File: src/rtl/tts_pkg.sv
`default_nettype none
package tts_pkg;

  localparam int SLIP_FRAC_BITS = 12;

  localparam int NUM_W = 44;
  localparam int DEN_W = 27;
  localparam int CNT_W = $clog2(NUM_W + 1);

  localparam logic [1:0] CMD_FRAME = 2'd0;
  localparam logic [1:0] CMD_TICK  = 2'd1;
  localparam logic [1:0] CMD_CLEAR = 2'd2;

  localparam logic [2:0] REG_PEDAL_ID   = 3'd0;
  localparam logic [2:0] REG_WHEEL_ID   = 3'd1;
  localparam logic [2:0] REG_THRESHOLD  = 3'd2;
  localparam logic [2:0] REG_PEDAL_TMO  = 3'd3;
  localparam logic [2:0] REG_WHEEL_TMO  = 3'd4;
  localparam logic [2:0] REG_MAX_TORQUE = 3'd5;
  localparam logic [2:0] REG_DERATE_BEG = 3'd6;
  localparam logic [2:0] REG_DERATE_CUT = 3'd7;

  localparam logic [9:0]  BRAKE_OVERRIDE = 10'd20;
  localparam logic [16:0] REF_FLOOR_SUM  = 17'd1000;
  localparam logic [9:0]  PEDAL_FULL     = 10'd1000;

  typedef enum logic [1:0] {
    DS_READY  = 2'd0,
    DS_DERATE = 2'd1,
    DS_FAULT  = 2'd2
  } drive_state_t;

  typedef enum logic [3:0] {
    S_IDLE,
    S_SLIP,
    S_SLIP_WAIT,
    S_SLIP_SAT,
    S_DECIDE,
    S_MUL,
    S_TQ_START,
    S_TQ_WAIT,
    S_EMIT
  } sup_state_t;

endpackage
`default_nettype wire

File: src/rtl/tts_serial_div.sv
`default_nettype none
module tts_serial_div import tts_pkg::*; (
  input  wire logic             clk,
  input  wire logic             rst,
  input  wire logic             start,
  input  wire logic [NUM_W-1:0] num,
  input  wire logic [DEN_W-1:0] den,
  output logic                  done,
  output logic [NUM_W-1:0]      quo
);

  logic [NUM_W-1:0] shift;
  logic [DEN_W-1:0] rem;
  logic [DEN_W-1:0] den_r;
  logic [CNT_W-1:0] cnt;
  logic             busy;
  logic [DEN_W:0]   rem_sh;
  logic [DEN_W:0]   diff;
  logic             ge;
  logic [DEN_W-1:0] rem_next;

  always_comb begin
    rem_sh   = {rem, shift[NUM_W-1]};
    diff     = rem_sh - {1'b0, den_r};
    ge       = rem_sh >= {1'b0, den_r};
    rem_next = ge ? diff[DEN_W-1:0] : rem_sh[DEN_W-1:0];
  end

  always_ff @(posedge clk) begin
    if (rst) begin
      busy <= 1'b0;
      done <= 1'b0;
      cnt  <= '0;
    end else begin
      done <= 1'b0;
      if (start) begin
        shift <= num;
        den_r <= den;
        rem   <= '0;
        cnt   <= CNT_W'(NUM_W);
        busy  <= 1'b1;
      end else if (busy) begin
        shift <= {shift[NUM_W-2:0], ge};
        rem   <= rem_next;
        cnt   <= cnt - CNT_W'(1);
        if (cnt == CNT_W'(1)) begin
          busy <= 1'b0;
          done <= 1'b1;
        end
      end
    end
  end

  assign quo = shift;

endmodule
`default_nettype wire

File: src/rtl/traction_torque_supervisor_unit.sv
// frame and clear transactions are absorbed on accept, no result
// tick transactions: when torque is computed, the result comes from two bit-serial
// divisions, one after the other (slip ratio, then torque); only the slip division
// runs when torque is forced to zero (fault, braking, full derate)
// one transaction at a time; next accept the cycle after the result is registered
// synchronous active-high reset: config registers to defaults, all held data cleared
`default_nettype none
module traction_torque_supervisor_unit import tts_pkg::*; (
  input  wire logic               clk,
  input  wire logic               rst,
  input  wire logic               psel,
  input  wire logic               penable,
  input  wire logic               pwrite,
  input  wire logic [4:0]         paddr,
  input  wire logic [31:0]        pwdata,
  output logic [31:0]             prdata,
  output logic                    pready,
  input  wire logic               in_valid,
  output logic                    in_ready,
  input  wire logic [1:0]         cmd,
  input  wire logic [10:0]        frame_id,
  input  wire logic [31:0]        time_ms,
  input  wire logic [3:0]         rolling_count,
  input  wire logic [9:0]         accel_pedal,
  input  wire logic [9:0]         brake_pedal,
  input  wire logic [15:0]        speed_front_left,
  input  wire logic [15:0]        speed_front_right,
  input  wire logic [15:0]        speed_rear_left,
  input  wire logic [15:0]        speed_rear_right,
  output logic                    out_valid,
  input  wire logic               out_ready,
  output logic [15:0]             torque_request,
  output logic [1:0]              drive_state,
  output logic signed [15:0]      slip_ratio,
  output logic                    counter_fault,
  output logic                    conflict_fault,
  output logic                    timeout_fault
);

  logic [10:0]        pedal_frame_id;
  logic [10:0]        wheel_frame_id;
  logic [9:0]         pedal_conflict_threshold;
  logic [15:0]        pedal_timeout;
  logic [15:0]        wheel_timeout;
  logic [15:0]        max_torque;
  logic signed [15:0] derate_start;
  logic signed [15:0] derate_cutoff;

  logic        pedal_seen;
  logic        count_seen;
  logic [3:0]  prior_count;
  logic [9:0]  held_accel;
  logic [9:0]  held_brake;
  logic [31:0] pedal_stamp;
  logic        wheels_seen;
  logic [15:0] held_speeds [4];
  logic [31:0] wheel_stamp;
  logic [2:0]  fault_flags;

  sup_state_t state, state_next;

  logic               slip_neg;
  logic signed [15:0] slip;
  logic [25:0]        base;
  logic [15:0]        left;
  logic [25:0]        tq_den;
  logic [41:0]        prod;
  logic [15:0]        torque;
  drive_state_t       dstate;

  logic             div_start;
  logic [NUM_W-1:0] div_num;
  logic [DEN_W-1:0] div_den;
  logic             div_done;
  logic [NUM_W-1:0] div_quo;

  logic             wr;
  logic             in_fire;
  logic             pstale;
  logic             wstale;
  logic [16:0]      f_sum;
  logic [16:0]      r_sum;
  logic [16:0]      ref_den;
  logic [16:0]      mag;
  logic signed [15:0] slip_calc;
  logic signed [16:0] span;
  logic signed [16:0] left_calc;
  logic             faulted;
  logic             derating;
  logic             derate_live;

  assign pready   = 1'b1;
  assign wr       = psel && penable && pwrite;
  assign in_ready = (state == S_IDLE);
  assign in_fire  = in_valid && in_ready;

  always_comb begin
    case (paddr[4:2])
      REG_PEDAL_ID:   prdata = {21'b0, pedal_frame_id};
      REG_WHEEL_ID:   prdata = {21'b0, wheel_frame_id};
      REG_THRESHOLD:  prdata = {22'b0, pedal_conflict_threshold};
      REG_PEDAL_TMO:  prdata = {16'b0, pedal_timeout};
      REG_WHEEL_TMO:  prdata = {16'b0, wheel_timeout};
      REG_MAX_TORQUE: prdata = {16'b0, max_torque};
      REG_DERATE_BEG: prdata = {{16{derate_start[15]}}, derate_start};
      REG_DERATE_CUT: prdata = {{16{derate_cutoff[15]}}, derate_cutoff};
      default:        prdata = '0;
    endcase
  end

  always_comb begin
    pstale = !pedal_seen ||
             ({1'b0, time_ms} > ({1'b0, pedal_stamp} + {17'b0, pedal_timeout}));
    wstale = !wheels_seen ||
             ({1'b0, time_ms} > ({1'b0, wheel_stamp} + {17'b0, wheel_timeout}));
    f_sum   = {1'b0, held_speeds[0]} + {1'b0, held_speeds[1]};
    r_sum   = {1'b0, held_speeds[2]} + {1'b0, held_speeds[3]};
    ref_den = (f_sum > REF_FLOOR_SUM) ? f_sum : REF_FLOOR_SUM;
    mag     = (r_sum < f_sum) ? (f_sum - r_sum) : (r_sum - f_sum);

    if (!wheels_seen) begin
      slip_calc = '0;
    end else if (slip_neg) begin
      slip_calc = (div_quo > NUM_W'(32768)) ? 16'sh8000 : -$signed(div_quo[15:0]);
    end else begin
      slip_calc = (div_quo > NUM_W'(32767)) ? 16'sh7fff : $signed(div_quo[15:0]);
    end

    span        = {derate_cutoff[15], derate_cutoff} - {derate_start[15], derate_start};
    left_calc   = {derate_cutoff[15], derate_cutoff} - {slip[15], slip};
    faulted     = (fault_flags != 3'b0) || !pedal_seen || !wheels_seen;
    derating    = slip > derate_start;
    derate_live = (span > 17'sd0) && (slip < derate_cutoff);
  end

  always_comb begin
    div_start = 1'b0;
    div_num   = (NUM_W'(mag) << SLIP_FRAC_BITS) + NUM_W'(ref_den >> 1);
    div_den   = DEN_W'(ref_den);
    state_next = state;
    case (state)
      S_IDLE: begin
        if (in_fire && cmd == CMD_TICK) state_next = S_SLIP;
      end
      S_SLIP: begin
        div_start  = 1'b1;
        state_next = S_SLIP_WAIT;
      end
      S_SLIP_WAIT: begin
        if (div_done) state_next = S_SLIP_SAT;
      end
      S_SLIP_SAT: state_next = S_DECIDE;
      S_DECIDE: begin
        if (faulted || held_brake > BRAKE_OVERRIDE) begin
          state_next = S_EMIT;
        end else if (derating && !derate_live) begin
          state_next = S_EMIT;
        end else begin
          state_next = S_MUL;
        end
      end
      S_MUL: state_next = S_TQ_START;
      S_TQ_START: begin
        div_start  = 1'b1;
        div_num    = NUM_W'(prod) + NUM_W'(tq_den >> 1);
        div_den    = DEN_W'(tq_den);
        state_next = S_TQ_WAIT;
      end
      S_TQ_WAIT: begin
        if (div_done) state_next = S_EMIT;
      end
      S_EMIT: begin
        if (!out_valid || out_ready) state_next = S_IDLE;
      end
      default: state_next = S_IDLE;
    endcase
  end

  always_ff @(posedge clk) begin
    if (rst) begin
      state <= S_IDLE;
    end else begin
      state <= state_next;
    end
  end

  tts_serial_div u_div (
    .clk   (clk),
    .rst   (rst),
    .start (div_start),
    .num   (div_num),
    .den   (div_den),
    .done  (div_done),
    .quo   (div_quo)
  );

  always_ff @(posedge clk) begin
    if (rst) begin
      pedal_frame_id           <= 11'd256;
      wheel_frame_id           <= 11'd257;
      pedal_conflict_threshold <= 10'd250;
      pedal_timeout            <= 16'd100;
      wheel_timeout            <= 16'd100;
      max_torque               <= 16'd2000;
      derate_start             <= 16'sd410;
      derate_cutoff            <= 16'sd819;
    end else if (wr) begin
      case (paddr[4:2])
        REG_PEDAL_ID:   pedal_frame_id           <= pwdata[10:0];
        REG_WHEEL_ID:   wheel_frame_id           <= pwdata[10:0];
        REG_THRESHOLD:  pedal_conflict_threshold <= pwdata[9:0];
        REG_PEDAL_TMO:  pedal_timeout            <= pwdata[15:0];
        REG_WHEEL_TMO:  wheel_timeout            <= pwdata[15:0];
        REG_MAX_TORQUE: max_torque               <= pwdata[15:0];
        REG_DERATE_BEG: derate_start             <= $signed(pwdata[15:0]);
        REG_DERATE_CUT: derate_cutoff            <= $signed(pwdata[15:0]);
        default: ;
      endcase
    end
  end

  always_ff @(posedge clk) begin
    if (rst) begin
      pedal_seen     <= 1'b0;
      count_seen     <= 1'b0;
      prior_count    <= '0;
      held_accel     <= '0;
      held_brake     <= '0;
      pedal_stamp    <= '0;
      wheels_seen    <= 1'b0;
      held_speeds[0] <= '0;
      held_speeds[1] <= '0;
      held_speeds[2] <= '0;
      held_speeds[3] <= '0;
      wheel_stamp    <= '0;
      fault_flags    <= '0;
    end else if (in_fire) begin
      case (cmd)
        CMD_FRAME: begin
          if (frame_id == pedal_frame_id) begin
            if (count_seen && rolling_count != (prior_count + 4'd1)) fault_flags[0] <= 1'b1;
            if (accel_pedal >= pedal_conflict_threshold &&
                brake_pedal >= pedal_conflict_threshold) fault_flags[1] <= 1'b1;
            prior_count <= rolling_count;
            count_seen  <= 1'b1;
            held_accel  <= accel_pedal;
            held_brake  <= brake_pedal;
            pedal_stamp <= time_ms;
            pedal_seen  <= 1'b1;
          end else if (frame_id == wheel_frame_id) begin
            held_speeds[0] <= speed_front_left;
            held_speeds[1] <= speed_front_right;
            held_speeds[2] <= speed_rear_left;
            held_speeds[3] <= speed_rear_right;
            wheel_stamp    <= time_ms;
            wheels_seen    <= 1'b1;
          end
        end
        CMD_TICK:  fault_flags[2] <= pstale || wstale;
        CMD_CLEAR: begin
          fault_flags <= '0;
          count_seen  <= 1'b0;
        end
        default: ;
      endcase
    end
  end

  always_ff @(posedge clk) begin
    case (state)
      S_SLIP: begin
        slip_neg <= r_sum < f_sum;
        base     <= 26'(held_accel) * 26'(max_torque);
      end
      S_SLIP_SAT: slip <= slip_calc;
      S_DECIDE: begin
        torque <= '0;
        if (faulted) begin
          dstate <= DS_FAULT;
        end else if (held_brake > BRAKE_OVERRIDE) begin
          dstate <= DS_READY;
        end else if (derating) begin
          dstate <= DS_DERATE;
          left   <= left_calc[15:0];
          tq_den <= 26'(span[15:0]) * 26'(PEDAL_FULL);
        end else begin
          dstate <= DS_READY;
          left   <= 16'd1;
          tq_den <= 26'(PEDAL_FULL);
        end
      end
      S_MUL: prod <= 42'(base) * 42'(left);
      S_TQ_WAIT: begin
        if (div_done) torque <= (div_quo > NUM_W'(65535)) ? 16'hffff : div_quo[15:0];
      end
      default: ;
    endcase
  end

  always_ff @(posedge clk) begin
    if (rst) begin
      out_valid <= 1'b0;
    end else if (state == S_EMIT && (!out_valid || out_ready)) begin
      out_valid      <= 1'b1;
      torque_request <= torque;
      drive_state    <= dstate;
      slip_ratio     <= slip;
      counter_fault  <= fault_flags[0];
      conflict_fault <= fault_flags[1];
      timeout_fault  <= fault_flags[2];
    end else if (out_ready) begin
      out_valid <= 1'b0;
    end
  end

endmodule
`default_nettype wire
File: config.mk
export PLATFORM = sky130hd
export DESIGN_NAME = traction_torque_supervisor_unit
export DESIGN_NICKNAME = d
export VERILOG_FILES = /design/src/rtl/tts_pkg.sv /design/src/rtl/tts_serial_div.sv /design/src/rtl/traction_torque_supervisor_unit.sv
export SDC_FILE = /design/constraint.sdc
export NUM_CORES = 2
export LEC_CHECK = 0
export BUFFER_PORTS_ARGS = -buffer_cell sky130_fd_sc_hd__buf_4
export CORE_ASPECT_RATIO = 0.9
export CORE_MARGIN = 10
export CORE_UTILIZATION = 30
export CTS_CLUSTER_DIAMETER = 60
export DETAILED_ROUTE_END_ITERATION = 8
export PLACE_DENSITY = 0.46
export SETUP_SLACK_MARGIN = 0.2
export SLEW_MARGIN = 10
export SYNTH_ARGS = -nofsm -noshare
export SYNTH_HDL_FRONTEND = slang
export SYNTH_HIERARCHICAL = 1
export SYNTH_SLANG_ARGS = --single-unit
File: constraint.sdc
create_clock -name clk -period 8.9 [get_ports clk]
set_clock_uncertainty 0.1 [all_clocks]
set_input_delay 1.335 -clock clk [delete_from_list [all_inputs] [get_ports clk]]
set_output_delay 1.335 -clock clk [all_outputs]
set_load 0.01 [all_outputs]
Word-level counts from Yosys, hierarchy flattened

Memory sizes are Yosys's and may differ from the RTL's.
Index checks and enable logic that the tools add are counted.

Bits in registers: 499
RAM bits: 64
Bits of input ports: 177
Logic and storage cells: 218
Memories: 1

Add/sub/neg operators: 14
Multiply operators: 3
Order comparisons: 14
Equality and inequality tests: 28
Mux-type cells: 51
Bitwise operators: 9
Reductions and logical operators: 53

Memory list:

| memory      | words | bits a word | rd ports | clocked after memory_dff | wr ports | RTL line                              | text |
|---|---|---|---|---|---|---|---|
| held_speeds | 4     | 16          | 4        | 0                        | 4        | traction_torque_supervisor_unit.sv:56 | `logic [15:0] held_speeds [4];` |

Operator list:

| operator                | number |
|---|---|
| $pmux W32 S8            | 1 |
| $mux W16                | 9 |
| $gt A44 B16 Y1 const B  | 2 |
| $mux W44                | 2 |
| $add A32 B16 Y33        | 2 |
| $gt A32 B33 Y1          | 2 |
| $mux W27                | 2 |
| $mux W17                | 3 |
| $gt A44 B15 Y1 const B  | 1 |
| $add A42 B25 Y43        | 1 |
| $mux W43                | 1 |
| $mul A26 B16 Y42        | 1 |
| $pmux W4 S9             | 1 |
| $add A16 B16 Y17        | 2 |
| $sub A17 B17 Y17        | 2 |
| $pmux W16 S2            | 1 |
| $add A29 B16 Y30        | 1 |
| $ge A28 B27 Y1          | 1 |
| $sub A27 B27 Y27        | 1 |
| $mul A10 B16 Y26        | 1 |
| $reduce_and A2 Y1       | 13 |
| $mux W4                 | 6 |
| $mul A16 B7 Y23 const B | 1 |
| $eq A11 B11 Y1          | 2 |
| 44 further kinds        | 113 |

Longest topological paths before layout

Depth after elaboration: 8
Depth in mapped cells: 33
Mapped depth without buffers: 32

Cells and area by module

The synthesis kept the hierarchy.

Modules (own cells, without submodules):

| module                          | instances | cells an instance | area an instance (µm²) | sequential area each (µm²) |
|---|---|---|---|---|
| traction_torque_supervisor_unit | 1         | 5476              | 49381.1                | 11521.0 |
| tts_serial_div                  | 1         | 479               | 5809.3                 | 3103.0 |

Worst setup path after synthesis

OpenSTA, ideal clock, no wires.

Path type: register -> register
Start: register state[0]
End: register u_div.shift[0] (netlist: u_div/quo[0]) (enable)
Setup time: 502 ps
Arrival time: 6633 ps
Path slack: 1665 ps
Cell stages (with the launch flop): 10
Path buffers: 4
Period minus slack after synthesis: 7235 ps
Path through: dfxtp_1 > clkbuf_1 > nand2b_1 > nor3_1 > nand2b_1 > clkbuf_1 > clkbuf_1 > clkbuf_1 > nor2_1 > nor2_1

Cells in the longest elaborated chain, start to end: 5
Elaborated cells on any way between the ends: 6
Those cells by class: 2 x eq/ne; 1 x mux; 3 x reduce/logical

RTL lines:

| what                                                | RTL line                               | text |
|---|---|---|
| from (decl)                                         | traction_torque_supervisor_unit.sv:60  | `sup_state_t state, state_next;` |
| from (signal assigned)                              | traction_torque_supervisor_unit.sv:183 | `state <= state_next;` |
| $eq A4 B1 Y1 / $eq A4 B3 Y1 (equally long branches) | traction_torque_supervisor_unit.sv:141 | `case (state)` |
| $reduce_or A2 Y1 (no source line) (*)               | n/a                                    |  |
| $mux W1 (*)                                         | traction_torque_supervisor_unit.sv:141 |  |
| net div_start                                       | traction_torque_supervisor_unit.sv:71  | `logic div_start;` |
| $reduce_bool A2 Y1 (no source line) (*)             | n/a                                    |  |
| $reduce_and A2 Y1 (no source line) (*)              | n/a                                    |  |
| to (signal assigned)                                | tts_serial_div.sv:37                   | `shift <= num;` |
| to (signal assigned)                                | tts_serial_div.sv:43                   | `shift <= {shift[NUM_W-2:0], ge};` |
| to (decl)                                           | tts_serial_div.sv:12                   | `logic [NUM_W-1:0] shift;` |

The timed path passes the listed nets; every way through them passes the cells marked *.
A chain may end at the register's enable or synchronous reset.

==> out/metrics.csv <==
stage;metric;value;unit
timing;maxSlewViolCount;0;
synth;synthTopCellsByArea;edfxtp_1, fa_1, ha_1, dfxtp_1, nand2_1;
timing;post-route-min-period;7870;ps
synth;synth_area;0.0552;mm2
detailed_routing;drcViolationCount;0;
setup_path;end_kind;register;
clock_network;clk_pin_slew_worst_paths;60;ps
synth;synth_commonest_cells;nand2_1, inv_1, ha_1, fa_1, a21oi_1;
placement;dpl_worst_slack;1100;ps
detailed_routing;ant_nets;0;
placement;post-dp-hpwl;130000;um
floorplan;die_h;427;um
clock_network;cts_setup_buffers;0;
setup_path;worstPathMaxFanout;13;
setup_path;r2r-end;u_div/quo[23]$_DFFE_PP_;
setup_path;worstPathArrival;8190;ps
setup_path;critPathLaunchType;register;
pwr;ir_worst_vdd;147;uV
detailed_routing;postRouteWirelength;166000;um
floorplan;row_count;149;
floorplan;fp.dieW;472;um
clock_network;cts_tree;built;
clock_network;hold_buffers;0;
setup_path;critPathSlowestCell;nand2_1;
timing;setup_viol;0;
setup_path;crit_top_cell;a21oi_1;
clock_network;clock-sinks;560;
floorplan;core;0.183;mm2
timing;rsz0062_at_grt;false;
clock_network;clk_latency;670;ps
timing;setup_tns;0;ps
synth;synth_edf_count;341;
synth;avgSynthCellArea;9.27;um2
synth;synth_top_area_frac;0.186;
clock_network;cts_buffers;74;
setup_path;worstSetupPathType;reg -> reg;
detailed_routing;num_vias;41556;
synth;synth_cell_types;112;
pwr;power;13.3;mW
finish;area_growth;12.0;%
synth;synthArstFlopShare;0;
clock_network;clk_path_buf_depth;3;
synth;ys_ff_latch;560;
floorplan;io_pins;249;
timing;whs;318;ps
timing;maxSlewHeadroom;0.217;
finish;nNetsFinal;7262;
placement;io_buffers;229;
pwr;p_per_area;215;mW/mm2
detailed_routing;dr.pass1.iters;7;
floorplan;die-area;0.202;mm2
job;drv_cap;0;
status;outcome;complete, no violations;
floorplan;start_util;0.301;
setup_path;rr_worst_depth;28;
setup_path;rrSetupSlack;1030;ps
timing;setup_ws;1030;ps
timing;worst_pin_slew;1160;ps
synth;synthCells;5955;
detailed_routing;wl_per_cell;19.5;um
finish;fillers;18938;
setup_path;critPathMaxStageDelay;580;ps
worst_hold_path;hold_path_class;reg -> reg;
detailed_routing;vias_per_cell;4.88;
global_routing;grt_start_max_net_pins;89;
placement;gp_congestion;0.869;
setup_path;r2r-start;held_speeds[3][0]$_SDFFCE_PN0P_;
timing;hold_violations;0;
synth;ys_seq_area_frac;0.265;
global_routing;grt_pass1_wl;257000;um
global_routing;grt_pass1_vias;42317;
synth;synth_top_area_cell;edfxtp_1;
global_routing;overflow;0;
synth;yosysWarnings;6;
synth;synth_flop_cell;edfxtp_1;
timing;post-route-period-util;0.884;
global_routing;grt_antenna_before_repair;11;
global_routing;grt_usage;0.162;
setup_path;crit_start;held_speeds[3][0]$_SDFFCE_PN0P_;
synth;synth.most_common_cell;nand2_1;
finish;finalInstanceArea;0.0618;mm2
setup_path;worstPathRequired;9220;ps
placement;place_area;0.0593;mm2
finish;final_layout_size_suffix_gt1_frac;0.0897;
clock_network;h-tree-depth;3;
clock_network;ctsResizeCount;0;
clock_network;clockRootBuffer;clkbuf_16;
detailed_routing;dr.first_iter.drc_count;2747;
setup_path;crit_end;u_div/quo[23]$_DFFE_PP_;
timing;fmaxAchievable;127;MHz
pwr;leakagePower;27.2;nW
-- registers in the layout (all words and copies together), names as in the netlist, 23 cells and up --
signal,cells
held_speeds,64
u_div/quo,44
prod,42
pedal_stamp,32
wheel_stamp,32
u_div/den_r,27
u_div/rem,27
base,26
tq_den,23
-- report_power, final --
part / switching [mW] / internal (mW) / total, mW
Clock: 1.23 / 1.92 / 3.15
Sequential: 0.320 / 3.27 / 3.59
Combinational: 3.89 / 2.67 / 6.57
-- metal layers --
layer  vias up  share of wire  global-route usage
li1      20035              -                   -
met1     20464           0.47               0.226
met2       867           0.46               0.266
met3       178          0.049              0.0264
met4        12          0.016              0.0290
met5         -        0.00066                   0
-- layout make-up --
class	count	area, um2	area share
Antenna cell	2	5.00	0.0000809
Inverter	745	2800	0.0452
Tap cell	2416	3020	0.0489
Sequential cell	560	14600	0.236
Clock buffer	92	2040	0.0330
Clock inverter	40	493	0.00797
Timing Repair Buffer	289	2170	0.0351
Multi-Input combinational cell	4380	36700	0.593
-- layout by cell type (no fill, tap or decap), types with 54 or more instances in the layout --
| master | n |
|---|---|
| nand2_1 | 810 |
| inv_1 | 744 |
| ha_1 | 526 |
| fa_1 | 509 |
| a21oi_1 | 354 |
| edfxtp_1 | 341 |
| and2_1 | 339 |
| nor2_1 | 303 |
| buf_4 | 288 |
| dfxtp_1 | 219 |
| xnor2_1 | 184 |
| o21ai_0 | 140 |
| a21o_1 | 121 |
| xor2_1 | 116 |
| nor3_1 | 81 |
| nand3_1 | 81 |
| clkbuf_16 | 79 |
| mux2i_1 | 74 |
| nand4_1 | 67 |
| o21a_1 | 55 |
| mux2_2 | 54 |
-- through the flow --
stage / utilization / instances
2_1_floorplan: - / 5956
5_1_grt: 0.338 / 8523
4_1_cts: 0.338 / 8522
3_3_place_gp: 0.324 / 8390
3_5_place_dp: 0.324 / 8390
6_report: 0.338 / 8524
-- kinds of logic after synthesis --
group	after synthesis	synth area share
compound gates	966	0.112
xor+xnor	301	0.0479
fa+ha+maj	1035	0.304
buf+inv	1016	0.0718
flops	560	0.265
mux	147	0.0319
other cells	2	0.000136
simple gates	1928	0.168
-- worst min-delay path by stage --
stage	cells after the start	start	to
6_report	0	torque[6]$_SDFFCE_PN0P_	torque_request[6]$_DFFE_PP_
5_1_grt	0	torque[6]$_SDFFCE_PN0P_	torque_request[6]$_DFFE_PP_
4_1_cts	0	torque[15]$_SDFFCE_PN0P_	torque_request[15]$_DFFE_PP_
3_5_place_dp	0	torque[15]$_SDFFCE_PN0P_	torque_request[15]$_DFFE_PP_
3_3_place_gp	0	torque[14]$_SDFFCE_PN0P_	torque_request[14]$_DFFE_PP_
2_1_floorplan	0	dstate[0]$_SDFFCE_PP0P_	drive_state[0]$_DFFE_PP_
-- critical path, delay by kind of cell, from the launching register on --
kind | cells | cell delay [ps]
AOI/OAI and AO/OA | 13 | 2850
and+or+nand+nor | 6 | 1660
adders and majority gates | 4 | 1330
muxes | 3 | 950
xor gates and xnor gates | 2 | 380
DFF | 1 | 370
No activity file was read; power rests on OpenSTA's default activity.
